$ cat src/sv/sspan_pkg.sv
package sspan_pkg;

  localparam int PRICE_W        = 32;
  localparam int SPAN_W         = 11;
  localparam int MAX_DAYS_DEF   = 1024;
  localparam int PRICE_BITS_DEF = 32;

  typedef struct packed {
    logic [PRICE_W-1:0] price;
    logic               series_start;
  } in_t;

  typedef struct packed {
    logic [SPAN_W-1:0] span;
    logic              overflow;
  } out_t;

  typedef struct packed {
    logic              pop;
    logic [SPAN_W-1:0] span;
  } alu_res_t;

endpackage

$ cat src/sv/sspan_alu.sv
module sspan_alu #(
  parameter int PW = sspan_pkg::PRICE_BITS_DEF,
  parameter int AW = $clog2(sspan_pkg::MAX_DAYS_DEF),
  parameter int DW = $clog2(sspan_pkg::MAX_DAYS_DEF + 1)
) (
  input  logic                 empty,
  input  logic [PW-1:0]        top_price,
  input  logic [AW-1:0]        top_day,
  input  logic [PW-1:0]        cur_price,
  input  logic [DW-1:0]        day,
  output sspan_pkg::alu_res_t  res
);

  localparam int SW = (DW > sspan_pkg::SPAN_W) ? DW : sspan_pkg::SPAN_W;

  logic [SW-1:0] span_full;

  always_comb begin
    if (empty) begin
      span_full = SW'(day) + SW'(1);
    end else begin
      span_full = SW'(day) - SW'(top_day);
    end
    res.pop  = !empty && (top_price <= cur_price);
    res.span = span_full[sspan_pkg::SPAN_W-1:0];
  end

endmodule
$ cat config.mk
export PLATFORM = sky130hd
export DESIGN_NAME = sspan_alu
export DESIGN_NICKNAME = d
export VERILOG_FILES = /design/src/sv/sspan_pkg.sv /design/src/sv/sspan_alu.sv
export SDC_FILE = /design/constraint.sdc
export NUM_CORES = 1
export LEC_CHECK = 0
export ABC_CLOCK_PERIOD_IN_PS = 2540
export BUFFER_PORTS_ARGS = -buffer_cell sky130_fd_sc_hd__buf_2
export CAP_MARGIN = 0
export CORE_AREA = 8 8 63 79
export DETAILED_ROUTE_END_ITERATION = 10
export DIE_AREA = 0 0 71 87
export MAX_ROUTING_LAYER = met4
export PLACE_DENSITY = 0.8
export SLEW_MARGIN = 40
export SYNTH_ARGS = -nofsm -noshare
export SYNTH_HDL_FRONTEND = slang
export SYNTH_SLANG_ARGS = --single-unit
export TNS_END_PERCENT = 100
$ cat constraint.sdc
create_clock -name vclk -period 2.54
set_clock_uncertainty 0.2 [all_clocks]
set_input_delay 0.254 -clock vclk [all_inputs]
set_output_delay 0.254 -clock vclk [all_outputs]
set_load 0.1 [all_outputs]
==> run metrics <==
status=finished with violations; largest family of logic cells by synthesized area=adder cells; hold path endpoint=res[1]; min-delay src=day[1]; DPL Wire Length=5.10 mm; post-synth top area cell=ha_1; Max VDD drop=0.000206 V; sequential share of the synthesized area=0%; core box area=3840 sq um; dpl ws=-0.650 ns; P_int=403 uW; WL final=5.57 mm; drc violations=0; Worst Tran Pin Value=0.489 ns; routed wl met3=233 um; multiplexer area fraction after synthesis=0%; Mapped Cells=206; Post-synth top cells=ha_1, inv_1, a21oi_1; Flop pwr share=0%; Cell Pwr Density=322 nW/um^2; non-filler cells, final=385; initial drt markers=36; mean post-synth cell area=7.02 sq um; GRT Resource Usage Total=18.1%; Ys Warns=0; Area contributors post-synth=ha_1, inv_1, a21oi_1; crit path time final=3.07 ns; Tcrit/Tclk final=121%; CP max-delay cell=or4b_4; simple-gate share of the synthesized area=21.5%; met2 routed WL=3.13 mm; DRT met1 WL=1.98 mm; Setup WS post-layout=-0.534 ns; hold depth=3; DR pass1 iterations=4; Switch Pwr=535 uW; share of the synthesized area in the top cell type=37.2%; Compound-Gate Fraction of Synth Area=22.3%; Clk pwr share=0%; Setup Crit Path Kind=in -> out; total I/O pin count=98; largest net degree at the start of global routing=13; vias in the first global route=2307; first-pass GRT wire length=9.18 mm; # clk buffers=0; slowest cell delay on critical path=0.50 ns; port buffer count=98; Fmax achieved=325 MHz; most common cell in the netlist=ha_1; Slew Limit Fails=0; Detail Route Antenna Nets=0; wire per inst=14.5 um; Rows=26; Die W=71 um; critical path capture point type=primary output; crit-path max FO=5; P&R area growth vs syn=101%; synthesized cell area=1450 sq um; unrepaired setup endpoints after global routing=yes; layout filler cell count=278; Netlist cell types=30; CP required=2.09 ns; Syn Nets=336; Final Setup Violations=7; # placed instances=384; Hold Crit Class=in -> out; Sw Ratio=57.0%; Fin. Hold Viols=0; Final nets=475; critical path, cell by cell=buf_12 > inv_12 > ha_4 > or4b_4 > nor4_4 > xor2_1 > nor2_1 > ha_4 > nand2_1 > o21ai_2 > a41oi_1 > a21oi_2 > xor2_4 > buf_12; Slew headroom=67.6%; Seq. cell area=0 sq um; vias=2005; layout cells sized above 1=56.9%; failing checks=negative setup slack; Vias per Instance=5.21; post-synthesis adder-cell area fraction=38.6%; GRT Residual Overflow=0; arrival time worst endpoint=2.62 ns; DIE AREA=6180 sq um; max capacitance violation total=0; Post-Synth XOR/XNOR Area=8.48%; Placer Congestion=0.901; Setup crit start kind=input port; Leakage Power=1.51 nW; FFs & Latches=0; die height=87 um; ant diodes=0; initial core utilization=37.7%; top sig layer=met4; Logic pwr share=100.0%; antenna violations before repair=0
==> cell families (layout without fill, tap and decap cells) <==
logic type                 count (synthesis)  in the layout
and+or+nand+nor                           62             62
AOI/OAI and AO/OA                         51             51
adders and majority gates                 44             44
buffers and inverters                     35            172
xor gates and xnor gates                  14             14
==> power groups by stage <==
stage	clock [mW]	combinational (mW)	sequential, mW
2_1_floorplan	0	0.558	0
5_1_grt	0	0.997	0
4_1_cts	0	0.930	0
3_5_place_dp	0	0.905	0
6_report	0	0.939	0
3_3_place_gp	0	0.885	0
==> layout by cell type (no fill, tap or decap), types with 4 or more instances in the layout <==
master     n
nor2_1    14
nand4_1    8
xor2_1     4
inv_1     28
buf_12    12
ha_1      33
a21oi_2    6
nor2_2     5
nand2_1    9
a21o_1     5
buf_4     38
nand3_1    6
a21oi_1   14
ha_4      10
buf_2     85
xor2_4     4
a211oi_2   5
==> critical path: cells and delay by family <==
kind | cells | cell delay [ns]
and+or+nand+nor | 4 | 0.81
AOI/OAI and AO/OA | 3 | 0.45
adders and majority gates | 2 | 0.40
xor gates and xnor gates | 2 | 0.35
buffers and inverters | 3 | 0.34
==> worst max path at each step <==
stage | to | slack (ns) | cells past startpoint | start
2_1_floorplan | res[9] | -0.66 | 12 | top_day[1]
3_3_place_gp | res[9] | -0.58 | 14 | top_day[1]
3_5_place_dp | res[9] | -0.65 | 14 | top_day[1]
4_1_cts | res[9] | -0.54 | 14 | top_day[1]
5_1_grt | res[9] | -0.67 | 14 | top_day[1]
6_report | res[9] | -0.53 | 14 | top_day[1]
==> timing repair <==
item,CTS,global route
resized for setup,24,9
hold buffers,0,0
setup endpoints to repair,8,9
endpoints found under the hold margin,0,0
setup buffers,2,3
pin swaps,21,5
==> metal layers <==
metal  up-vias  global-route usage (%)
li1       1010                       -
met1       897                    15.7
met2        78                    37.4
met3        20                    2.30
met4         0                    7.97
met5         -                       -
==> through the flow <==
stage | utilization (%) | setup TNS, ns | cell area (sq um) | hold WS (ns) | power [mW]
2_1_floorplan | - | -3.47 | 1790 | 0.582 | 0.558
3_3_place_gp | 72.4 | -3.18 | 2780 | 0.808 | 0.885
3_5_place_dp | 72.4 | -3.67 | 2780 | 0.822 | 0.905
4_1_cts | 74.6 | -2.49 | 2860 | 0.833 | 0.930
5_1_grt | 75.8 | -3.26 | 2910 | 0.859 | 0.997
6_report | 75.8 | -2.59 | 2910 | 0.832 | 0.939
==> final cells by class <==
type / instances / area [sq um] / share of cell area (%)
Timing Repair Buffer: 138 / 985 / 33.8
Multi-Input combinational cell: 171 / 1720 / 58.9
Inverter: 34 / 158 / 5.42
Tap cell: 42 / 52.6 / 1.81
No activity file was read; power rests on OpenSTA's default activity.
